--- config.mk ---
export PLATFORM = sky130hd
export DESIGN_NAME = gpdc_prep
export DESIGN_NICKNAME = d
export VERILOG_FILES = /design/src/design/gpdc_pkg.sv /design/src/design/gpdc_prep.sv
export SDC_FILE = /design/constraint.sdc
export NUM_CORES = 1
export LEC_CHECK = 0
export ABC_CLOCK_PERIOD_IN_PS = 15700
export BUFFER_PORTS_ARGS = -buffer_cell sky130_fd_sc_hd__clkbuf_2
export CAP_MARGIN = 40
export CORE_ASPECT_RATIO = 0.8
export CORE_MARGIN = 1.5
export CORE_UTILIZATION = 30
export DETAILED_ROUTE_END_ITERATION = 12
export PLACE_DENSITY_LB_ADDON = 0.1
export SYNTH_ARGS = -nofsm -noshare
export SYNTH_HDL_FRONTEND = slang
export SYNTH_SLANG_ARGS = --single-unit
--- constraint.sdc ---
create_clock -name vclk -period 15.7
set_input_delay 3.14 -clock vclk [all_inputs]
set_output_delay 3.14 -clock vclk [all_outputs]
set_load 0.005 [all_outputs]
--- src/design/gpdc_pkg.sv ---
package gpdc_pkg;

  // Widths of the day count and of the signed day offset that feeds it.
  localparam int unsigned CntW = 17;
  localparam int unsigned OffW = 12;
  localparam int unsigned IdxW = 7;
  localparam int unsigned AddW = 9;

  localparam int unsigned GregBaseYear  = 1981;
  localparam int unsigned EpochOffset   = 79;
  localparam int unsigned SolarBaseYear = 1360;
  localparam int unsigned DaysPerYear   = 365;
  localparam int unsigned SolarCentHigh = 1300;
  localparam int unsigned SolarCentLow  = 1400;
  localparam int unsigned YearWalkMax   = 100;
  localparam int unsigned MonthCount    = 12;

  // Year offsets folded out of the century arithmetic.
  localparam int unsigned GregYearBias  = 2000 - 1 - GregBaseYear;
  localparam int unsigned SolarHighBias = SolarBaseYear + 1 - SolarCentHigh;
  localparam int unsigned SolarLowBias  = SolarCentLow - 1 - SolarBaseYear;
  localparam int unsigned SolarSplitYy  = 90;
  localparam int unsigned SolarShortYrs = 14;
  localparam int unsigned SolarShortSub = 11;
  localparam int unsigned SolarShortAdd = 3;
  localparam int unsigned GregLeapSplit = 13;
  localparam int unsigned SolarLeapYr   = 73;
  localparam int unsigned PersianYrBase = 60;
  localparam int unsigned GregYrBase    = 81;

  localparam logic ActToPersian = 1'b0;
  localparam logic ActToGreg    = 1'b1;

  typedef struct packed {
    logic       action;
    logic [7:0] year_bcd;
    logic [4:0] month_bcd;
    logic [5:0] day_bcd;
  } gpdc_in_t;

  typedef struct packed {
    logic [7:0] out_year_bcd;
    logic [4:0] out_month_bcd;
    logic [5:0] out_day_bcd;
    logic       valid_res;
  } gpdc_out_t;

  typedef struct packed {
    logic            mo_ok;
    logic            dir;
    logic [7:0]      years;
    logic [OffW-1:0] off;
  } gpdc_prep_t;

  typedef struct packed {
    logic in_ready;
    logic load_count;
    logic acc_clear;
    logic acc_step;
    logic year_phase;
    logic cap_year;
    logic cap_month;
    logic load_out;
  } gpdc_ctrl_t;

  typedef enum logic [2:0] {
    ST_IDLE,
    ST_COUNT,
    ST_YEAR,
    ST_MONTH,
    ST_FINISH
  } gpdc_state_e;

  // Nibbles are weighted as they stand, with no decimal check.
  function automatic logic [7:0] from_bcd(logic [7:0] v);
    return {4'd0, v[7:4]} * 8'd10 + {4'd0, v[3:0]};
  endfunction

  // Two BCD digits of a value below 100, tens by a reciprocal multiply.
  function automatic logic [7:0] to_bcd(logic [6:0] v);
    logic [14:0] prod;
    logic [3:0]  tens;
    logic [6:0]  ones;
    prod = {8'd0, v} * 15'd205;
    tens = prod[14:11];
    ones = v - ({3'd0, tens} * 7'd10);
    return {tens, ones[3:0]};
  endfunction

  // Day offset of the months that precede the given one, beyond 30 a month.
  function automatic logic [OffW-1:0] greg_adj(logic [3:0] idx);
    logic [OffW-1:0] r;
    unique case (idx) inside
      4'd1:                r = OffW'(1);
      4'd2:                r = {OffW{1'b1}};
      4'd5, 4'd6:          r = OffW'(1);
      4'd7:                r = OffW'(2);
      4'd8, 4'd9:          r = OffW'(3);
      4'd10, 4'd11:        r = OffW'(4);
      4'd12:               r = OffW'(5);
      default:             r = '0;
    endcase
    return r;
  endfunction

  function automatic logic [OffW-1:0] solar_adj(logic [3:0] idx);
    logic [OffW-1:0] r;
    unique case (idx) inside
      4'd1, 4'd2, 4'd3, 4'd4, 4'd5: r = OffW'(idx);
      4'd6, 4'd7, 4'd8, 4'd9, 4'd10, 4'd11: r = OffW'(6);
      4'd12:               r = OffW'(5);
      default:             r = '0;
    endcase
    return r;
  endfunction

  // Month lengths, indexed from zero for the first month.
  function automatic logic [4:0] greg_len(logic [3:0] m);
    logic [4:0] r;
    unique case (m) inside
      4'd1:                     r = 5'd28;
      4'd3, 4'd5, 4'd8, 4'd10:  r = 5'd30;
      default:                  r = 5'd31;
    endcase
    return r;
  endfunction

  function automatic logic [4:0] solar_len(logic [3:0] m);
    logic [4:0] r;
    unique case (m) inside
      4'd0, 4'd1, 4'd2, 4'd3, 4'd4, 4'd5: r = 5'd31;
      4'd11:                              r = 5'd29;
      default:                            r = 5'd30;
    endcase
    return r;
  endfunction

endpackage

--- src/design/gpdc_prep.sv ---
module gpdc_prep
  import gpdc_pkg::*;
(
  input  gpdc_in_t   in_i,
  output gpdc_prep_t prep_o
);

  logic [7:0]      yy;
  logic [4:0]      mo;
  logic [5:0]      dd;
  logic [3:0]      mm1;
  logic [8:0]      thirty;
  logic [7:0]      g_years;
  logic [7:0]      s_years;
  logic [7:0]      g_leap;
  logic [7:0]      s_leap;
  logic            g_fix;
  logic [OffW-1:0] g_off;
  logic [OffW-1:0] s_off;

  always_comb begin
    yy     = from_bcd(in_i.year_bcd);
    mo     = 5'(from_bcd({3'd0, in_i.month_bcd}));
    dd     = 6'(from_bcd({2'd0, in_i.day_bcd}));
    mm1    = 4'(mo - 5'd1);
    thirty = {5'd0, mm1} * 9'd30;

    g_years = yy + 8'(GregYearBias);
    g_leap  = (g_years + 8'd1) >> 2;
    g_fix   = (mo > 5'd2) && (g_years[1:0] == 2'd2);
    g_off   = OffW'(g_leap) + OffW'(thirty) + greg_adj(mm1) + OffW'(dd)
              + OffW'(g_fix) - OffW'(EpochOffset);

    // Solar years of the upper century wrap to the 1300s.
    if (yy > 8'(SolarSplitYy)) begin
      s_years = yy - 8'(SolarHighBias);
    end else begin
      s_years = yy + 8'(SolarLowBias);
    end
    if (s_years < 8'(SolarShortYrs)) begin
      s_leap = (s_years + 8'd2) >> 2;
    end else begin
      s_leap = 8'(SolarShortAdd) + ((s_years - 8'(SolarShortSub)) >> 2);
    end
    s_off = OffW'(s_leap) + OffW'(thirty) + solar_adj(mm1) + OffW'(dd)
            + OffW'(EpochOffset);

    prep_o.mo_ok = (mo >= 5'd1) && (mo <= 5'(MonthCount));
    prep_o.dir   = in_i.action;
    prep_o.years = (in_i.action == ActToGreg) ? s_years : g_years;
    prep_o.off   = (in_i.action == ActToGreg) ? s_off : g_off;
  end

endmodule

==> impl_summary.log <==
INFO  metric globalRoute.totalOverflow = 0
INFO  metric synthesis.yosys.warnings = 0
INFO  metric router_iterations_before_antenna_repair = 4
INFO  metric largest_net_degree_at_the_start_of_global_routing = 34
INFO  metric slew_headroom = about 53%
INFO  metric initial_utilization = 31.0%
INFO  metric sequential_cell_area = 0 um2
INFO  metric floorplan.die.height = 104 um
INFO  metric core_box_area = between 10000 and 15000 um2
INFO  metric final_common_cell = sky130_fd_sc_hd__ha_1
INFO  metric clock_buffer_count = 0
INFO  metric hold_depth = 3
INFO  metric place.port_buffers = between 40 and 50
INFO  metric post-cts-setup-buffer-count = 0
INFO  metric synth_seq_area_share = 0%
INFO  metric critical-path-slowest-cell = sky130_fd_sc_hd__or4_1
INFO  metric io_pins = between 40 and 50
INFO  metric fmaxAchievable = 73.5 MHz
INFO  metric final_period_minus_worst_setup_slack = 13.60 ns
INFO  metric worst_path_most_repeated_cell = sky130_fd_sc_hd__ha_1
INFO  metric post_cts_resized = 0
INFO  metric avgSynthCellArea = 8.35 um2
INFO  metric drt-vias-per-instance = 4.62
INFO  metric rsz_0062_raised_after_global_routing = no
INFO  metric wl_per_cell = 13.4 um
INFO  metric yosys.cell_types.count = 57
INFO  metric start_kind = input port
INFO  metric fin_crit_sh = between 80% and 90%
INFO  metric critPathBufInv = 4
INFO  metric max_slew_violation_total_from_the_final_report = 0
INFO  metric hold_end = prep_o[12]
INFO  metric worstMarginPinSlew = 0.707 ns
INFO  metric dieWidth = between 100 and 150 um
INFO  metric antenna_cells_inserted = 0
INFO  metric drt_first_iter_violations = roughly 130
INFO  metric antenna_violations_before_repair = 0
INFO  metric critical_path.top_delay_family = adder cells
INFO  metric hold_path.class = in -> out
INFO  metric cell_count_after_synthesis = ~460
INFO  metric finalSetupTns = 0 ns
INFO  metric antenna_violating_nets_post_route = 0
INFO  metric detailed_place_hpwl = slightly above 8000 um
INFO  metric hold_path.startpoint = in_i[11]
INFO  metric worst-endpoint-required = 12.56 ns
INFO  metric vias = 3070
INFO  metric globalRouteTotalUtil = approximately 14%
INFO  metric worstSetupPathDepth = 34
INFO  metric worst_path_largest_cell_delay = 0.51 ns
INFO  metric layout_common_cells = 101 x sky130_fd_sc_hd__ha_1, 78 x sky130_fd_sc_hd__inv_1, 42 x sky130_fd_sc_hd__clkbuf_2, 35 x sky130_fd_sc_hd__xnor2_1, 28 x sky130_fd_sc_hd__fa_1
INFO  metric drt_wl_total = 8890 um
INFO  metric sequential_cell_total = 0
INFO  metric final_hold_violating_endpoints = 0
INFO  metric placement_rows = 36
INFO  metric critical_path.endpoint_type = output port
INFO  metric worst_path_class_setup = in -> out
INFO  metric final_nets = about 650
INFO  metric drive_above_1_share = 13.6%
INFO  metric total_nets_after_synthesis = approximately 610
INFO  metric finalWeightedCongestion = 0.811
INFO  metric maxCapViolCount = 0
INFO  metric area_growth_syn_to_layout = 10.5%
INFO  metric post-route-drc-count = 0
INFO  metric worst_ep_arrival_time = ~10 ns
INFO  metric number_of_global_route_vias_before_repair = 2889
INFO  metric post_cts_hold_buffer_count = 0
INFO  metric run_status = finished, final reports clean
INFO  metric setup-violations-final = 0
INFO  metric grt_first_pass_wirelength = 14700 um
INFO  metric syn_area = 3820 um2
INFO  metric critPathMaxFanout = 6
INFO  metric die_area = 13400 um2
[kinds of logic (layout without fill, tap and decap cells)]
logic type,Yosys count,in the layout,synth area share [%]
adders and majority gates,129,129,47.8
AOI/OAI and AO/OA,95,95,16.5
buffers and inverters,83,120,8.29
and+or+nand+nor,84,84,11.3
muxes,11,11,3.08
xor gates and xnor gates,55,55,13.0
[cell type report]
type	count	area, um2
tap	171	214
fill	1302	8080
inverter	78	293
timing repair buffer	42	210
multi-input combinational	374	3500
[metrics by stage]
step	hold WS [ns]	cell area (um2)	utilization [%]	cells	worst slack, ns
finish	6.62	4220	34.3	665	2.10
global route	6.66	4220	34.3	665	1.52
CTS	6.63	4220	34.3	665	2.07
detailed placement	6.63	4220	34.3	665	2.12
global placement	6.63	4220	34.3	665	1.96
floorplan	6.34	3820	-	457	3.03
[cell usage after synthesis, types with 4 or more instances]
| library cell | count | area [um2] |
|---|---|---|
| sky130_fd_sc_hd__o21bai_1 | 4 | 30.0 |
| sky130_fd_sc_hd__a21oi_1 | 26 | 130 |
| sky130_fd_sc_hd__nand3_1 | 8 | 40.0 |
| sky130_fd_sc_hd__nand2b_1 | 5 | 31.3 |
| sky130_fd_sc_hd__nor2_1 | 15 | 56.3 |
| sky130_fd_sc_hd__xnor2_1 | 35 | 307 |
| sky130_fd_sc_hd__xor2_1 | 18 | 158 |
| sky130_fd_sc_hd__mux2_2 | 6 | 67.6 |
| sky130_fd_sc_hd__o21ai_0 | 26 | 130 |
| sky130_fd_sc_hd__nor3_1 | 9 | 45.0 |
| sky130_fd_sc_hd__fa_1 | 28 | 561 |
| sky130_fd_sc_hd__inv_1 | 78 | 293 |
| sky130_fd_sc_hd__and2_1 | 4 | 25.0 |
| sky130_fd_sc_hd__a21o_1 | 8 | 60.1 |
| sky130_fd_sc_hd__mux2i_1 | 5 | 50.1 |
| sky130_fd_sc_hd__ha_1 | 101 | 1260 |
| sky130_fd_sc_hd__nand2_1 | 23 | 86.3 |
[worst max path at each step]
stage                  start         to  slack [ns]
floorplan           in_i[15]  prep_o[9]        3.03
global placement    in_i[18]  prep_o[9]        1.96
detailed placement  in_i[18]  prep_o[9]        2.12
CTS                 in_i[18]  prep_o[9]        2.07
global route        in_i[15]  prep_o[9]        1.52
finish              in_i[18]  prep_o[9]        2.10
[metal layers]
layer	GRT usage (%)	wire length [um]	vias to the layer above
li1	-	-	1622
met1	24.0	5220	1399
met2	18.2	3370	49
met3	0.514	301	0
met4	0.241	0	0
met5	0	0	-
Power is left out: the tool's default activity adds up to more than one toggle a clock period on the data nets, which glitch-free logic cannot reach.
