==> src/design/gpdc_pkg.sv <==
package gpdc_pkg;

  // Widths of the day count and of the signed day offset that feeds it.
  localparam int unsigned CntW = 17;
  localparam int unsigned OffW = 12;
  localparam int unsigned IdxW = 7;
  localparam int unsigned AddW = 9;

  localparam int unsigned GregBaseYear  = 1981;
  localparam int unsigned EpochOffset   = 79;
  localparam int unsigned SolarBaseYear = 1360;
  localparam int unsigned DaysPerYear   = 365;
  localparam int unsigned SolarCentHigh = 1300;
  localparam int unsigned SolarCentLow  = 1400;
  localparam int unsigned YearWalkMax   = 100;
  localparam int unsigned MonthCount    = 12;

  // Year offsets folded out of the century arithmetic.
  localparam int unsigned GregYearBias  = 2000 - 1 - GregBaseYear;
  localparam int unsigned SolarHighBias = SolarBaseYear + 1 - SolarCentHigh;
  localparam int unsigned SolarLowBias  = SolarCentLow - 1 - SolarBaseYear;
  localparam int unsigned SolarSplitYy  = 90;
  localparam int unsigned SolarShortYrs = 14;
  localparam int unsigned SolarShortSub = 11;
  localparam int unsigned SolarShortAdd = 3;
  localparam int unsigned GregLeapSplit = 13;
  localparam int unsigned SolarLeapYr   = 73;
  localparam int unsigned PersianYrBase = 60;
  localparam int unsigned GregYrBase    = 81;

  localparam logic ActToPersian = 1'b0;
  localparam logic ActToGreg    = 1'b1;

  typedef struct packed {
    logic       action;
    logic [7:0] year_bcd;
    logic [4:0] month_bcd;
    logic [5:0] day_bcd;
  } gpdc_in_t;

  typedef struct packed {
    logic [7:0] out_year_bcd;
    logic [4:0] out_month_bcd;
    logic [5:0] out_day_bcd;
    logic       valid_res;
  } gpdc_out_t;

  typedef struct packed {
    logic            mo_ok;
    logic            dir;
    logic [7:0]      years;
    logic [OffW-1:0] off;
  } gpdc_prep_t;

  typedef struct packed {
    logic in_ready;
    logic load_count;
    logic acc_clear;
    logic acc_step;
    logic year_phase;
    logic cap_year;
    logic cap_month;
    logic load_out;
  } gpdc_ctrl_t;

  typedef enum logic [2:0] {
    ST_IDLE,
    ST_COUNT,
    ST_YEAR,
    ST_MONTH,
    ST_FINISH
  } gpdc_state_e;

  // Nibbles are weighted as they stand, with no decimal check.
  function automatic logic [7:0] from_bcd(logic [7:0] v);
    return {4'd0, v[7:4]} * 8'd10 + {4'd0, v[3:0]};
  endfunction

  // Two BCD digits of a value below 100, tens by a reciprocal multiply.
  function automatic logic [7:0] to_bcd(logic [6:0] v);
    logic [14:0] prod;
    logic [3:0]  tens;
    logic [6:0]  ones;
    prod = {8'd0, v} * 15'd205;
    tens = prod[14:11];
    ones = v - ({3'd0, tens} * 7'd10);
    return {tens, ones[3:0]};
  endfunction

  // Day offset of the months that precede the given one, beyond 30 a month.
  function automatic logic [OffW-1:0] greg_adj(logic [3:0] idx);
    logic [OffW-1:0] r;
    unique case (idx) inside
      4'd1:                r = OffW'(1);
      4'd2:                r = {OffW{1'b1}};
      4'd5, 4'd6:          r = OffW'(1);
      4'd7:                r = OffW'(2);
      4'd8, 4'd9:          r = OffW'(3);
      4'd10, 4'd11:        r = OffW'(4);
      4'd12:               r = OffW'(5);
      default:             r = '0;
    endcase
    return r;
  endfunction

  function automatic logic [OffW-1:0] solar_adj(logic [3:0] idx);
    logic [OffW-1:0] r;
    unique case (idx) inside
      4'd1, 4'd2, 4'd3, 4'd4, 4'd5: r = OffW'(idx);
      4'd6, 4'd7, 4'd8, 4'd9, 4'd10, 4'd11: r = OffW'(6);
      4'd12:               r = OffW'(5);
      default:             r = '0;
    endcase
    return r;
  endfunction

  // Month lengths, indexed from zero for the first month.
  function automatic logic [4:0] greg_len(logic [3:0] m);
    logic [4:0] r;
    unique case (m) inside
      4'd1:                     r = 5'd28;
      4'd3, 4'd5, 4'd8, 4'd10:  r = 5'd30;
      default:                  r = 5'd31;
    endcase
    return r;
  endfunction

  function automatic logic [4:0] solar_len(logic [3:0] m);
    logic [4:0] r;
    unique case (m) inside
      4'd0, 4'd1, 4'd2, 4'd3, 4'd4, 4'd5: r = 5'd31;
      4'd11:                              r = 5'd29;
      default:                            r = 5'd30;
    endcase
    return r;
  endfunction

endpackage

==> src/design/gpdc_ctrl.sv <==
module gpdc_ctrl
  import gpdc_pkg::*;
(
  input  logic            clk_i,
  input  logic            rst_ni,
  input  logic            in_valid_i,
  input  logic            mo_ok_i,
  input  logic            hit_i,
  input  logic            out_free_i,
  output gpdc_ctrl_t      ctrl_o,
  output logic [IdxW-1:0] idx_o
);

  gpdc_state_e     state_q, state_d;
  logic [IdxW-1:0] idx_q, idx_d;
  logic            last_year;
  logic            last_month;

  assign last_year  = (idx_q == IdxW'(YearWalkMax - 1));
  assign last_month = (idx_q == IdxW'(MonthCount - 1));
  assign idx_o      = idx_q;

  always_comb begin
    state_d = state_q;
    unique case (state_q)
      ST_IDLE: begin
        if (in_valid_i) begin
          state_d = mo_ok_i ? ST_COUNT : ST_FINISH;
        end
      end
      ST_COUNT: state_d = ST_YEAR;
      ST_YEAR: begin
        if (hit_i) begin
          state_d = ST_MONTH;
        end else if (last_year) begin
          state_d = ST_FINISH;
        end
      end
      ST_MONTH: begin
        if (hit_i || last_month) begin
          state_d = ST_FINISH;
        end
      end
      ST_FINISH: begin
        if (out_free_i) begin
          state_d = ST_IDLE;
        end
      end
      default: state_d = ST_IDLE;
    endcase
  end

  always_comb begin
    ctrl_o = '0;
    idx_d  = idx_q;
    unique case (state_q)
      ST_IDLE: ctrl_o.in_ready = 1'b1;
      ST_COUNT: begin
        ctrl_o.load_count = 1'b1;
        ctrl_o.acc_clear  = 1'b1;
        idx_d             = '0;
      end
      ST_YEAR: begin
        ctrl_o.year_phase = 1'b1;
        ctrl_o.acc_step   = 1'b1;
        if (hit_i) begin
          ctrl_o.cap_year  = 1'b1;
          ctrl_o.acc_clear = 1'b1;
          idx_d            = '0;
        end else begin
          idx_d = idx_q + IdxW'(1);
        end
      end
      ST_MONTH: begin
        ctrl_o.acc_step  = 1'b1;
        ctrl_o.cap_month = hit_i;
        idx_d            = idx_q + IdxW'(1);
      end
      ST_FINISH: ctrl_o.load_out = out_free_i;
      default: ctrl_o = '0;
    endcase
  end

  always_ff @(posedge clk_i or negedge rst_ni) begin
    if (!rst_ni) begin
      state_q <= ST_IDLE;
      idx_q   <= '0;
    end else begin
      state_q <= state_d;
      idx_q   <= idx_d;
    end
  end

endmodule

==> config.mk <==
export PLATFORM = sky130hd
export DESIGN_NAME = gpdc_ctrl
export DESIGN_NICKNAME = d
export VERILOG_FILES = /design/src/design/gpdc_pkg.sv /design/src/design/gpdc_ctrl.sv
export SDC_FILE = /design/constraint.sdc
export NUM_CORES = 1
export LEC_CHECK = 0
export BUFFER_PORTS_ARGS = -buffer_cell sky130_fd_sc_hd__buf_2
export CAP_MARGIN = 20
export CORE_UTILIZATION = 40
export CTS_CLUSTER_DIAMETER = 50
export DETAILED_ROUTE_END_ITERATION = 10
export PLACE_DENSITY = 0.68
export SLEW_MARGIN = 30
export SYNTH_ARGS = -nofsm -noshare
export SYNTH_HDL_FRONTEND = slang
export SYNTH_SLANG_ARGS = --single-unit
==> constraint.sdc <==
create_clock -name clk_i -period 1.35 [get_ports clk_i]
set_input_delay 0.3375 -clock clk_i [delete_from_list [all_inputs] [get_ports clk_i]]
set_output_delay 0.3375 -clock clk_i [all_outputs]
set_load 0.01 [all_outputs]
==> run_results.csv <==
group,metric,value,unit
global_route,grt_first_pass_wirelength,2.89,mm
setup_path,worstRegToRegCells,5,
clocking,cts_tree,"built",
setup_path,r2r_end,"state_q[2]",
timing,fmax,0.631,GHz
placement,io_buffers,20,
timing,drv_slew,0,
clocking,worstSkewPairLatency,0.27,ns
die,die_w,41.5,µm
synth,postSynthRegisterBits,10,
setup_path,endpoint,"ctrl_o[5]",
setup_path,cp-start-kind,"register",
run_status,violations,"setup timing",
timing,hold_ws,0.360,ns
run,max_cap_violations,0,
global_route,antenna_found_initial,0,
clocking,path_clk_slew,0.06,ns
synth,synth_fp_nets,79,
route,vias,759,
setup_path,crit_arrival,1.25,ns
timing,rsz0062_at_grt,"yes",
final_layout,layout_commonest_cell,"buf_4",
clocking,clockBufferDepth,2,
route,viasPerCell,5.66,
clocking,cts_made_buffers,3,
timing,final.setup.worst_slack,-0.235,ns
timing,setup_tns,-1.45,ns
power_and_ir_drop,power_density,2110,nW/µm²
setup_path,reg2reg_from,"state_q[0]",
global_route,grt_pass1_vias,651,
setup_path,required,1.01,ns
synth,yosys_warnings,0,
run_status,status,"finished, violations left",
final_layout,drive_gt1_share,56.3,%
timing,final_hold_viol_count,0,
power_and_ir_drop,p_leak,0.537,nW
timing,maxSlewHeadroom,83.3,%
synth,yosysSeqAreaShare,40.1,%
timing,timing.final.crit_share,117,%
die,pin_count,21,
timing,post-route-min-period,1.59,ns
timing,clock-skew-final,0.00862,ns
setup_path,worstSetupStartpoint,"state_q[0]",
placement,hpwl,1.24,mm
synth,synthDistinctLibCells,27,
die,row_count,13,
route,totalWireLength,2.13,mm
final_layout,n_antenna_cell,0,
synth,synth.cell_area,624,µm²
route,ant_nets,0,
clocking,htreeDepth,1,
global_route,grt_use_total,21.8,%
setup_path,setup.worst_path.class,"reg2out",
timing,worst_pin_slew,0.249,ns
placement,gp_congestion,0.798,
setup_path,cp-end-kind,"primary output",
clocking,cts_root_buf,"clkbuf_4",
route,drc,0,
worst_hold_path,worstHoldPathType,"in2reg",
power_and_ir_drop,vdd_drop_max,1.06,mV
global_route,grt.overflow.total,0,
die,initial_core_util,45.2,%
clocking,cts_sinks,10,
global_route,grt_max_degree,11,
power_and_ir_drop,power.total,0.00223,W
setup_path,r2r_slack,-0.02,ns
final_layout,nNetsFinal,128,
synth,synth.avg_cell_area,8.67,µm²
die,die_height,41.5,µm
die,core,1380,µm²
route,drt_iter0_drc,20,
die,die_area,1720,µm²
final_layout,final_cell_mix,"20 x buf_4, 18 x buf_2, 9 x nor2_1, 9 x dfrtp_1, 7 x buf_6",
route,wl_per_cell,15.9,µm
timing,setup_viol,9,
synth,syn_inst,72,
setup_path,cp_max_fo,2,
final_layout,syn2layout_area_growth,69.3,%
route,first_pass_iters,5,
[power by group]
| part | internal (W) | switching [W] |
|---|---|---|
| Clock | 0.000103 | 0.000108 |
| Sequential | 0.000379 | 0.000104 |
| Combinational | 0.000843 | 0.000694 |
| Total | 0.00132 | 0.000906 |
[routing by layer]
metal,track usage [%],vias up,routed length [µm]
met5,0,-,0
met1,27.7,344,829
met2,36.3,47,1090
met3,4.78,16,134
met4,7.74,0,71
li1,-,352,-
[Yosys cell counts (all sizes together)]
| library cell | instances | area (µm²) |
|---|---|---|
| a22o | 1 | 8.76 |
| xnor2 | 4 | 35.0 |
| o31ai | 1 | 7.51 |
| dfrtp | 10 | 250 |
| inv | 3 | 11.3 |
| and3 | 3 | 18.8 |
| and2 | 1 | 6.26 |
| o21bai | 1 | 18.8 |
| o21ai | 2 | 10.0 |
| a32o | 1 | 10.0 |
| nand2 | 5 | 18.8 |
| nand4 | 1 | 6.26 |
| a31oi | 2 | 12.5 |
| nor3b | 1 | 7.51 |
| a31o | 1 | 8.76 |
| nand3 | 5 | 25.0 |
| o22a | 1 | 8.76 |
| a32oi | 1 | 8.76 |
| a21oi | 4 | 20.0 |
| nor2b | 1 | 6.26 |
| buf | 3 | 26.3 |
| ha | 1 | 12.5 |
| nand2b | 3 | 18.8 |
| nor3 | 4 | 20.0 |
| nor2 | 12 | 47.6 |
[kinds of logic (layout without fill, tap and decap cells)]
logic type	after synthesis	after routing	synth area share, %
and+or+nand+nor	36	36	28.1
DFF	10	10	40.1
buffers and inverters	6	53	6.01
xor gates and xnor gates	4	4	5.61
AOI/OAI and AO/OA	15	15	18.2
adders and majority gates	1	1	2.00
[final cells by class]
class	instances	area, µm²
clock buffers	3	22.5
multi-input cells	56	402
flip-flops and latches	10	251
fillers	104	325
inverters	3	13.8
repair buffers	47	349
well taps	15	18.8
[worst min-delay path by stage]
stage	start	to	slack, ns	depth (start not counted)
2_1_floorplan	rst_ni	idx_o[0]	0.04	0
3_3_place_gp	rst_ni	idx_o[0]	0.21	1
3_5_place_dp	rst_ni	idx_o[0]	0.21	1
4_1_cts	mo_ok_i	state_q[0]	0.37	3
5_1_grt	mo_ok_i	state_q[0]	0.36	3
6_report	mo_ok_i	state_q[0]	0.36	3
[metrics by stage]
step / util (%) / setup slack [ns] / std cells / instance area (µm²)
global route: 76.5 / -0.282 / 134 / 1060
detailed placement: 60.6 / -0.0134 / 118 / 838
floorplan: - / 0.00229 / 72 / 628
global placement: 60.6 / 0.00897 / 118 / 838
CTS: 71.5 / -0.226 / 132 / 988
finish: 76.5 / -0.235 / 134 / 1060
[state kept, by name, indices dropped and copies added, names as in the netlist]
register / count
idx_o: 7
state_q: 3
[timing repair]
| action | in CTS | in global routing |
|---|---|---|
| endpoints found under the setup margin | 9 | 13 |
| hold buffers | 1 | 0 |
| pin swaps | 3 | 5 |
| gates resized for setup | 9 | 13 |
| endpoints found under the hold margin | 10 | 0 |
| setup buffers | 10 | 4 |
[worst max-delay path, stage by stage, from the launching register on]
cell and delay (ns):
dfrtp_1 0.41, nor2b_1 0.16, nand2_1 0.12, a21oi_2 0.15
buf_2 0.15
Power figures use the tool's default switching activity.
