--- config.mk ---
export PLATFORM = sky130hd
export DESIGN_NAME = gpdc_acc
export DESIGN_NICKNAME = d
export VERILOG_FILES = /design/src/design/gpdc_pkg.sv /design/src/design/gpdc_acc.sv
export SDC_FILE = /design/constraint.sdc
export NUM_CORES = 1
export LEC_CHECK = 0
export BUFFER_PORTS_ARGS = -buffer_cell sky130_fd_sc_hd__buf_2
export CORE_MARGIN = 2
export CORE_UTILIZATION = 61
export CTS_CLUSTER_SIZE = 14
export DETAILED_ROUTE_END_ITERATION = 10
export PLACE_DENSITY_LB_ADDON = 0.3
export REMOVE_ABC_BUFFERS = 1
export SLEW_MARGIN = 40
export SYNTH_ARGS = -nofsm -noshare
export SYNTH_HDL_FRONTEND = slang
export SYNTH_SLANG_ARGS = --single-unit
export TNS_END_PERCENT = 50
--- constraint.sdc ---
create_clock -name clk_i -period 6.85 [get_ports clk_i]
set_input_delay 0.3425 -clock clk_i [delete_from_list [all_inputs] [get_ports clk_i]]
set_output_delay 0.3425 -clock clk_i [all_outputs]
set_load 0.02 [all_outputs]
--- src/design/gpdc_pkg.sv ---
package gpdc_pkg;

  // Widths of the day count and of the signed day offset that feeds it.
  localparam int unsigned CntW = 17;
  localparam int unsigned OffW = 12;
  localparam int unsigned IdxW = 7;
  localparam int unsigned AddW = 9;

  localparam int unsigned GregBaseYear  = 1981;
  localparam int unsigned EpochOffset   = 79;
  localparam int unsigned SolarBaseYear = 1360;
  localparam int unsigned DaysPerYear   = 365;
  localparam int unsigned SolarCentHigh = 1300;
  localparam int unsigned SolarCentLow  = 1400;
  localparam int unsigned YearWalkMax   = 100;
  localparam int unsigned MonthCount    = 12;

  // Year offsets folded out of the century arithmetic.
  localparam int unsigned GregYearBias  = 2000 - 1 - GregBaseYear;
  localparam int unsigned SolarHighBias = SolarBaseYear + 1 - SolarCentHigh;
  localparam int unsigned SolarLowBias  = SolarCentLow - 1 - SolarBaseYear;
  localparam int unsigned SolarSplitYy  = 90;
  localparam int unsigned SolarShortYrs = 14;
  localparam int unsigned SolarShortSub = 11;
  localparam int unsigned SolarShortAdd = 3;
  localparam int unsigned GregLeapSplit = 13;
  localparam int unsigned SolarLeapYr   = 73;
  localparam int unsigned PersianYrBase = 60;
  localparam int unsigned GregYrBase    = 81;

  localparam logic ActToPersian = 1'b0;
  localparam logic ActToGreg    = 1'b1;

  typedef struct packed {
    logic       action;
    logic [7:0] year_bcd;
    logic [4:0] month_bcd;
    logic [5:0] day_bcd;
  } gpdc_in_t;

  typedef struct packed {
    logic [7:0] out_year_bcd;
    logic [4:0] out_month_bcd;
    logic [5:0] out_day_bcd;
    logic       valid_res;
  } gpdc_out_t;

  typedef struct packed {
    logic            mo_ok;
    logic            dir;
    logic [7:0]      years;
    logic [OffW-1:0] off;
  } gpdc_prep_t;

  typedef struct packed {
    logic in_ready;
    logic load_count;
    logic acc_clear;
    logic acc_step;
    logic year_phase;
    logic cap_year;
    logic cap_month;
    logic load_out;
  } gpdc_ctrl_t;

  typedef enum logic [2:0] {
    ST_IDLE,
    ST_COUNT,
    ST_YEAR,
    ST_MONTH,
    ST_FINISH
  } gpdc_state_e;

  // Nibbles are weighted as they stand, with no decimal check.
  function automatic logic [7:0] from_bcd(logic [7:0] v);
    return {4'd0, v[7:4]} * 8'd10 + {4'd0, v[3:0]};
  endfunction

  // Two BCD digits of a value below 100, tens by a reciprocal multiply.
  function automatic logic [7:0] to_bcd(logic [6:0] v);
    logic [14:0] prod;
    logic [3:0]  tens;
    logic [6:0]  ones;
    prod = {8'd0, v} * 15'd205;
    tens = prod[14:11];
    ones = v - ({3'd0, tens} * 7'd10);
    return {tens, ones[3:0]};
  endfunction

  // Day offset of the months that precede the given one, beyond 30 a month.
  function automatic logic [OffW-1:0] greg_adj(logic [3:0] idx);
    logic [OffW-1:0] r;
    unique case (idx) inside
      4'd1:                r = OffW'(1);
      4'd2:                r = {OffW{1'b1}};
      4'd5, 4'd6:          r = OffW'(1);
      4'd7:                r = OffW'(2);
      4'd8, 4'd9:          r = OffW'(3);
      4'd10, 4'd11:        r = OffW'(4);
      4'd12:               r = OffW'(5);
      default:             r = '0;
    endcase
    return r;
  endfunction

  function automatic logic [OffW-1:0] solar_adj(logic [3:0] idx);
    logic [OffW-1:0] r;
    unique case (idx) inside
      4'd1, 4'd2, 4'd3, 4'd4, 4'd5: r = OffW'(idx);
      4'd6, 4'd7, 4'd8, 4'd9, 4'd10, 4'd11: r = OffW'(6);
      4'd12:               r = OffW'(5);
      default:             r = '0;
    endcase
    return r;
  endfunction

  // Month lengths, indexed from zero for the first month.
  function automatic logic [4:0] greg_len(logic [3:0] m);
    logic [4:0] r;
    unique case (m) inside
      4'd1:                     r = 5'd28;
      4'd3, 4'd5, 4'd8, 4'd10:  r = 5'd30;
      default:                  r = 5'd31;
    endcase
    return r;
  endfunction

  function automatic logic [4:0] solar_len(logic [3:0] m);
    logic [4:0] r;
    unique case (m) inside
      4'd0, 4'd1, 4'd2, 4'd3, 4'd4, 4'd5: r = 5'd31;
      4'd11:                              r = 5'd29;
      default:                            r = 5'd30;
    endcase
    return r;
  endfunction

endpackage

--- src/design/gpdc_acc.sv ---
module gpdc_acc
  import gpdc_pkg::*;
(
  input  logic            clk_i,
  input  logic            rst_ni,
  input  gpdc_ctrl_t      ctrl_i,
  input  logic [AddW-1:0] addend_i,
  input  logic [CntW-1:0] target_i,
  output logic            hit_o,
  output logic [CntW-1:0] diff_o
);

  logic [CntW-1:0] acc_q, acc_d;
  logic [CntW-1:0] sum;

  // The running total before a step is also the previous boundary, so the
  // remainder is taken against it directly.
  always_comb begin
    sum    = acc_q + CntW'(addend_i);
    hit_o  = (sum >= target_i);
    diff_o = target_i - acc_q;
    acc_d  = acc_q;
    if (ctrl_i.acc_clear) begin
      acc_d = '0;
    end else if (ctrl_i.acc_step) begin
      acc_d = sum;
    end
  end

  always_ff @(posedge clk_i or negedge rst_ni) begin
    if (!rst_ni) begin
      acc_q <= '0;
    end else begin
      acc_q <= acc_d;
    end
  end

endmodule

==> results of run 1 <==
## layout make-up
type | count | area (µm²) | share of cell area
Multi-Input combinational cell | 259 | 1978 | 0.6803
Inverter | 43 | 161.4 | 0.05551
Clock buffer | 4 | 45.04 | 0.01549
Tap cell | 50 | 62.56 | 0.02151
Sequential cell | 17 | 425.4 | 0.1463
Timing Repair Buffer | 47 | 235.2 | 0.08090
## power groups by stage
stage | sequential (W) | clock (W) | combinational (W)
after floorplan | 0.000116 | 0 | 0.000243
after global placement | 0.000118 | 0 | 0.000314
after detailed placement | 0.000118 | 0 | 0.000325
after CTS | 0.000116 | 0.0000791 | 0.000327
after global routing | 0.000118 | 0.0000818 | 0.000365
final | 0.000117 | 0.0000787 | 0.000327
## critical path, delay by kind of cell (launching register included)
family                     cells  cell delay [ns]
adders and majority gates      3             0.88
and+or+nand+nor                4             0.33
DFF                            1             0.38
AOI/OAI and AO/OA              7             1.49
buffers and inverters          2             0.23
xor gates and xnor gates       1             0.22
## stage by stage
| step | std cells | cell area [µm²] | util |
|---|---|---|---|
| 2_1_floorplan | 319 | 2565 | - |
| 3_3_place_gp | 416 | 2863 | 0.7055 |
| 3_5_place_dp | 416 | 2863 | 0.7055 |
| 4_1_cts | 420 | 2908 | 0.7166 |
| 5_1_grt | 420 | 2908 | 0.7166 |
| 6_report | 420 | 2908 | 0.7166 |
## worst max-delay path by stage
stage / startpoint / end / slack (ns) / cells past startpoint
floorplan: acc_q[0] / hit_o / 3.59 / 15
global placement: addend_i[0] / hit_o / 3.17 / 18
detailed placement: addend_i[0] / hit_o / 3.06 / 18
CTS: acc_q[0] / hit_o / 2.82 / 17
global route: acc_q[0] / hit_o / 2.62 / 17
finish: acc_q[0] / hit_o / 2.72 / 17
## layout by cell type, fill, tap and decap left out, drive strengths merged, types with 3 or more instances in the layout
cell     netlist  final
nor3           5      5
a211oi         4      4
o2111ai        3      3
xor2           8      8
dfrtp         17     17
a31oi          4      4
a21o          12     12
inv           43     43
ha            42     42
xnor2         27     27
clkbuf         6      4
nor2          28     28
nand2         17     17
nand4          7      7
nor2b          7      7
buf            2     47
mux2i          7      7
a21oi         26     26
o21ai         15     15
nand3         11     11
nand2b         5      5
## logic make-up after synthesis
logic type,synth area share
DFF,0.1639
muxes,0.03134
and+or+nand+nor,0.1905
xor gates and xnor gates,0.1181
AOI/OAI and AO/OA,0.2044
buffers and inverters,0.07377
adders and majority gates,0.2179
## routing by layer
layer | track usage | routed length, µm | up-vias
met5 | 0 | 0 | -
met4 | 0.05447 | 59 | 0
met3 | 0.01890 | 224 | 7
met2 | 0.4124 | 2621 | 55
met1 | 0.3327 | 2703 | 1079
li1 | - | - | 1233
==> impl_metrics.ini, run 1 <==
[sta]
setup_viol = 0
worstMarginPinSlew_ns = 0.4343
holdWs_ns = 0.0006364
maxSlewViolCount = 0
finClkSkew_ns = 0.005492
period_minus_slack_ns = 4.127
tns_ns = 0
timing.final.hold_violations = 0
post-route-period-util = 0.6024
fmax_ghz = 0.2423
rsz0062_at_grt = false
fin_ws_ns = 2.723
maxSlewHeadroom = 0.7105

[power_and_ir_drop]
p_switching_w = 0.0002393
ir_worst_vdd_v = 0.0001302
swShare = 0.4582
comb_power_share = 0.625
pwr-share-clk = 0.151
internal-power_w = 0.0002829
powerDensity_nw_per_um2 = 179.6
seqPwrFrac = 0.224
power_w = 0.0005222
p_leak_nw = 1.467

[synth]
yosysUniqueCellTypes = 55
netlist_area_um2 = 2595
yosysTopAreaCellShare = 0.2025
ys.flop_type = dfrtp_1
synth_edf_count = 0
async_flop_share = 1.000
synth_common_cells = 42 x ha_1, 42 x inv_1, 27 x nor2_1, 27 x xnor2_1, 24 x a21oi_1
avgSynthCellArea_um2 = 7.936
ys_ff_latch = 17
synth_top_area_cell = ha_1
yosys_warnings = 0
yosys-top-cells-area = ha_1 20%, dfrtp_1 16%, xnor2_1 9.1%
seq_area_frac_synth = 0.1639
syn-instance-count = 327

[setup_path]
slowest_delay_ns = 0.41
crit_arrival_ns = 3.78
crit_path_end_kind = output port
reg2reg_slack_ns = 4.40
worstPathRequired_ns = 6.51
crit_chain = ha_1 -> inv_1 -> fa_1 -> nor2b_1 -> o21ai_1 -> a21boi_2 -> nor2_1 -> a21oi_1 -> xor2_1 -> ha_1 -> nand2_1 -> nor2_1 -> a211oi_1 -> o21ai_0 -> a221oi_1 -> o21ai_0 -> buf_2
worstRegToRegCells = 10
path_class = reg2out
r2r_end = acc_q[8]
path_max_fanout = 5
crit_path_start_kind = register
cp_slowest_cell = fa_1
rr_startpoint = acc_q[0]

[clock_tree]
cts_buffers = 3
cts_tree = yes
post_cts_buffers = 0
ctsHoldBuffers = 0
h-tree-depth = 1
ctsRootBufferMaster = clkbuf_8
cts_buffer_depth = 2
worstSkewPairLatency_ns = 0.26
clock_sinks = 17
clk_pin_slew_worst_paths_ns = 0.07
post_cts_resized = 0

[detailed_routing]
routedWlPerCell_um = 13.35
drtAntennaViolNets = 0
viasPerCell = 5.652
first_iter_violations = 95
routed_wl_mm = 5.609
num_vias = 2374
firstDrtPassIters = 4
drc = 0

[final_layout]
nFillCells = 330
top_regs = acc_q (17)
regMostFlops = acc_q
n_antenna_cell = 0
drive_above_1_share = 0.1730
nNetsFinal = 451
largest_register_ffs = 17
areaGrowthSynthToFinish_pct = 12.05

[placed_design]
numPortBuffers = 47
place_ws_ns = 3.065
place.gp.congestion = 0.8763
hpwl_mm = 4.599

[global_routing]
antenna_found_initial = 0
overflow = 0
grt_pass1_wl_mm = 9.901
grtUsageTotal = 0.2415
grt_max_degree = 23
first_global_vias = 2315

[floorplanning]
rows = 23
fp.dieW_um = 69.23
core_um2 = 4058
design.die.area_um2 = 4792
initial_core_util = 0.6395
io_pins = 54
die_h_um = 69.23

[hold_path]
hold_class = in2async

[status]
outcome = finished clean

[job]
max_cap_violations = 0
Note: power is estimated with default switching activity, not from simulation.
==> run 2, diff against run 1 <==
--- a/config.mk
+++ b/config.mk
@@ -7,7 +7,7 @@
 export LEC_CHECK = 0
 export BUFFER_PORTS_ARGS = -buffer_cell sky130_fd_sc_hd__buf_2
 export CORE_MARGIN = 2
-export CORE_UTILIZATION = 61
+export CORE_UTILIZATION = 56
 export CTS_CLUSTER_SIZE = 14
 export DETAILED_ROUTE_END_ITERATION = 10
 export PLACE_DENSITY_LB_ADDON = 0.3
==> constraint.sdc (replaced) <==
create_clock -name clk_i -period 4.2 [get_ports clk_i]
set_input_delay 0.21 -clock clk_i [delete_from_list [all_inputs] [get_ports clk_i]]
set_output_delay 0.21 -clock clk_i [all_outputs]
set_load 0.02 [all_outputs]
==> run 2 against run 1 <==
Clock skew fell by 0.0039 ns. Total power rose by 62%. Hold slack improved by 0.36 ns. Clock power rose by 59%. Combinational power rose by 63%. Final area rose by 0.43%. Via count rose by 0.13%. Register-to-register slack got worse by 2.6 ns. Largest power group unchanged.
==> impl_metrics.ini, run 2 (same netlist as run 1, synthesis figures left out) <==
[detailed_routing]
routed_wl_mm = 5.574
firstDrtPassIters = 4
drc = 0
drtAntennaViolNets = 0
viasPerCell = 5.619
num_vias = 2377
routedWlPerCell_um = 13.18
first_iter_violations = 85

[setup_path]
path_max_fanout = 5
crit_chain = ha_1 -> inv_1 -> fa_1 -> nor2b_1 -> o21ai_1 -> a21boi_2 -> nor2_1 -> a21oi_1 -> xor2_1 -> ha_1 -> nand2_1 -> nor2_1 -> a211oi_1 -> o21ai_0 -> a221oi_1 -> o21ai_0 -> buf_2
worstPathRequired_ns = 3.99
cp_num_buf_inv = 2
crit_path_start_kind = register
path_class = reg2out
critPathTopFamily = compound AO/OA/AOI/OAI gates
cp_slowest_cell = fa_1
crit_arrival_ns = 3.67
crit_path_end_kind = output port
slowest_delay_ns = 0.42
reg2reg_slack_ns = 1.82

[clock_tree]
worstSkewPairLatency_ns = 0.26
cts_buffer_depth = 2
h-tree-depth = 1
clk_pin_slew_worst_paths_ns = 0.07
cts_buffers = 3
ctsRootBufferMaster = clkbuf_8
cts_tree = yes
clock_sinks = 17
post_cts_resized = 0

[floorplanning]
rows = 24
fp.dieW_um = 72.07
design.die.area_um2 = 5194
io_pins = 54
core_um2 = 4414
initial_core_util = 0.5879
die_h_um = 72.07

[sta]
post-route-period-util = 0.9244
setup_viol = 0
timing.final.hold_violations = 0
worstMarginPinSlew_ns = 0.4504
fin_ws_ns = 0.3174
maxSlewViolCount = 0
maxSlewHeadroom = 0.6998
period_minus_slack_ns = 3.883
tns_ns = 0
rsz0062_at_grt = false
finClkSkew_ns = 0.001632
fmax_ghz = 0.2576

[final_layout]
areaGrowthSynthToFinish_pct = 12.54
nNetsFinal = 452
final_common_cell = buf_2
top_regs = acc_q (17)
drive_above_1_share = 0.1725
mostFrequentLayoutCells = 47 x buf_2, 42 x inv_1, 42 x ha_1
nFillCells = 395
largest_register_ffs = 17
n_antenna_cell = 0
regMostFlops = acc_q

[power_and_ir_drop]
p_leak_nw = 1.472
swShare = 0.4559
p_switching_w = 0.0003867
internal-power_w = 0.0004615
ir_worst_vdd_v = 0.0001886
pwr-share-clk = 0.148
seqPwrFrac = 0.224
comb_power_share = 0.628
powerDensity_nw_per_um2 = 290.5

[placed_design]
place_ws_ns = 0.6123
place.gp.congestion = 0.9115
hpwl_mm = 4.587
numPortBuffers = 47

[global_routing]
grt_max_degree = 23
first_global_vias = 2249
overflow = 0
antenna_found_initial = 0
grtUsageTotal = 0.2280
grt_pass1_wl_mm = 9.756

[job]
max_cap_violations = 0

[status]
outcome = finished clean

[hold_path]
hold_class = in2reg
[run 2: cell count changes in the layout (fill, tap and decap cells not counted), sizes merged]
cell / previous run / this run
dlygate4sd3: 0 / 1
[run 2: timing repair]
item | 4_1_cts | 5_1_grt
setup buffers | 0 | 0
hold buffers | 1 | 0
hold endpoints to repair | 17 | 0
[run 2: area by class of cell]
cell class,count,area (µm²),share of cell area
multi-input cells,259,1978,0.6774
well taps,52,65.06,0.02228
clock buffers,4,45.04,0.01542
repair buffers,48,245.2,0.08398
flip-flops and latches,17,425.4,0.1457
inverters,43,161.4,0.05527
[run 2: stage by stage]
stage	hold slack, ns	util	std cells	area (µm²)	power [W]
after global placement	0.1554	0.6491	418	2865	0.0007052
final	0.3579	0.6616	423	2920	0.0008483
after global routing	0.3797	0.6616	423	2920	0.0009189
after CTS	0.3631	0.6616	423	2920	0.0008486
after detailed placement	0.1575	0.6491	418	2865	0.0007233
after floorplan	-0.08559	-	319	2565	0.0005847
[run 2: power by group through the flow]
stage	combinational (W)	clock [W]	sequential (W)
2_1_floorplan	0.000396	0	0.000189
3_3_place_gp	0.000513	0	0.000192
3_5_place_dp	0.000530	0	0.000193
4_1_cts	0.000534	0.000125	0.000190
5_1_grt	0.000595	0.000132	0.000192
6_report	0.000533	0.000125	0.000190
[run 2: worst paths after layout]
check                                from         to  cells past startpoint
worst min-delay path            ctrl_i[5]  acc_q[12]                      2
worst max register to register   acc_q[0]   acc_q[8]                     10
worst max-delay path             acc_q[0]      hit_o                     17
worst min register to register   acc_q[2]   acc_q[2]                      2
min in group asynchronous          rst_ni  acc_q[14]                      2
max in group asynchronous          rst_ni  acc_q[11]                      2
[run 2: metal layers]
metal / wire length, µm / GRT usage / up-vias
met5: 0 / 0 / -
met4: 42 / 0.04612 / 0
met3: 288 / 0.01667 / 7
met2: 2586 / 0.3853 / 69
met1: 2657 / 0.3211 / 1072
li1: - / - / 1229
==> run 3, diff against run 2 <==
--- a/config.mk
+++ b/config.mk
@@ -7,7 +7,7 @@
 export LEC_CHECK = 0
 export BUFFER_PORTS_ARGS = -buffer_cell sky130_fd_sc_hd__buf_2
 export CORE_MARGIN = 2
-export CORE_UTILIZATION = 56
+export CORE_UTILIZATION = 61
 export CTS_CLUSTER_SIZE = 14
 export DETAILED_ROUTE_END_ITERATION = 10
 export PLACE_DENSITY_LB_ADDON = 0.3
==> constraint.sdc (replaced) <==
create_clock -name clk_i -period 4.79 [get_ports clk_i]
set_input_delay 0.2395 -clock clk_i [delete_from_list [all_inputs] [get_ports clk_i]]
set_output_delay 0.2395 -clock clk_i [all_outputs]
set_load 0.02 [all_outputs]
==> run 3 against run 2 <==
Hold slack gained 0.027 ns. Count of clock-buffer cells in the layout stayed put. Cell count shrank 0.47%. First-iteration DRC count shrank 19%. Global-route usage up 0.95 points. Setup slack improved by 0.60 ns. Critical path type unchanged.
==> impl_metrics.ini, run 3 (same netlist as run 1, synthesis figures left out) <==
[placed_design]
numPortBuffers = 47
place.gp.congestion = 0.8767
place_ws_ns = 1.183
placedCellCount = 416
hpwl_mm = 4.490
placed_area_um2 = 2863

[clock_tree]
worstSkewPairLatency_ns = 0.25
cts_buffers = 3
cts_buffer_depth = 2
clk_pin_slew_worst_paths_ns = 0.07
clock_sinks = 17
post_cts_resized = 0
cts_tree = yes
h-tree-depth = 1
ctsRootBufferMaster = clkbuf_8

[sta]
maxSlewHeadroom = 0.7105
timing.final.hold_violations = 0
setup_viol = 0
worstMarginPinSlew_ns = 0.4343
period_minus_slack_ns = 3.870
fmax_ghz = 0.2584
post-route-period-util = 0.8079
tns_ns = 0
maxSlewViolCount = 0
rsz0062_at_grt = false
fin_ws_ns = 0.9204
finClkSkew_ns = 0.002603

[detailed_routing]
routedWlPerCell_um = 12.98
routed_wl_mm = 5.465
drtAntennaViolNets = 0
first_iter_violations = 69
num_vias = 2376
viasPerCell = 5.644
drc = 0
firstDrtPassIters = 4

[final_layout]
design_area_um2 = 2918
nNetsFinal = 452
regMostFlops = acc_q
fin_util = 0.7191
n_antenna_cell = 0
largest_register_ffs = 17
fin_cells = 421
mostFrequentLayoutCells = 47 x buf_2, 42 x inv_1, 42 x ha_1
top_regs = acc_q (17)
drive_above_1_share = 0.1725
areaGrowthSynthToFinish_pct = 12.44
final_common_cell = buf_2

[floorplanning]
design.die.area_um2 = 4792
core_um2 = 4058
initial_core_util = 0.6395
die_h_um = 69.23
fp.dieW_um = 69.23
rows = 23
io_pins = 54

[setup_path]
path_class = reg2out
worstPathRequired_ns = 4.55
crit_path_end_kind = output port
path_max_fanout = 5
crit_path_start_kind = register
crit_arrival_ns = 3.63

[status]
outcome = finished clean

[hold_path]
hold_class = in2reg

[global_routing]
first_global_vias = 2263
grtUsageTotal = 0.2375
overflow = 0
grt_max_degree = 23
antenna_found_initial = 0
grt_pass1_wl_mm = 9.777

[power_and_ir_drop]
powerDensity_nw_per_um2 = 253.5
p_leak_nw = 1.472
ir_worst_vdd_v = 0.0001656

[job]
max_cap_violations = 0
## run 3: worst max-delay path, cell delays in order, from the launching register on
cell and delay, ns:
dfrtp_1 0.39, ha_1 0.18, inv_1 0.06, fa_1 0.40, nor2b_1 0.12, o21ai_1 0.09, a21boi_2 0.26, nor2_1 0.06
a21oi_1 0.27, xor2_1 0.21, ha_1 0.29, nand2_1 0.08, nor2_1 0.04, a211oi_1 0.23, o21ai_0 0.14, a221oi_1 0.28
o21ai_0 0.11, buf_2 0.17
## run 3: path summary, 6_finish.rpt
path	from	endpoint	slack, ns	cells past startpoint
max	acc_q[0]	hit_o	0.92	17
min	ctrl_i[5]	acc_q[14]	0.38	2
max reg2reg	acc_q[0]	acc_q[8]	2.45	10
min reg2reg	acc_q[2]	acc_q[2]	0.57	2
max in group asynchronous	rst_ni	acc_q[8]	4.06	2
min in group asynchronous	rst_ni	acc_q[7]	0.45	2
## run 3: what timing repair did
action                    4_1_cts  5_1_grt
hold endpoints to repair       17        0
buffers inserted                0        0
hold buffers                    1        0
## run 3: layout make-up
class	count	area [µm²]
fillers	331	1140
inverters	43	161.4
well taps	50	62.56
flip-flops and latches	17	425.4
repair buffers	48	245.2
multi-input cells	259	1978
clock buffers	4	45.04
## run 3: layer usage
metal / track usage / up-vias / share of wire
met5: 0 / - / 0
met4: 0.03486 / 0 / 0.0062
met3: 0.02326 / 4 / 0.046
met2: 0.3910 / 46 / 0.45
met1: 0.3449 / 1094 / 0.49
li1: - / 1232 / -
## run 3: power by group
part | internal (W) | total (W) | switching, W
Clock | 0.0000591 | 0.000108 | 0.0000491
Combinational | 0.000189 | 0.000465 | 0.000275
Sequential | 0.000155 | 0.000167 | 0.0000114
## run 3: metrics by stage
step	total power (W)	hold slack [ns]
after CTS	0.0007427	0.3951
after global routing	0.0008038	0.4084
after detailed placement	0.0006319	0.1896
final	0.0007396	0.3849
after floorplan	0.0005127	-0.05609
after global placement	0.0006176	0.1878
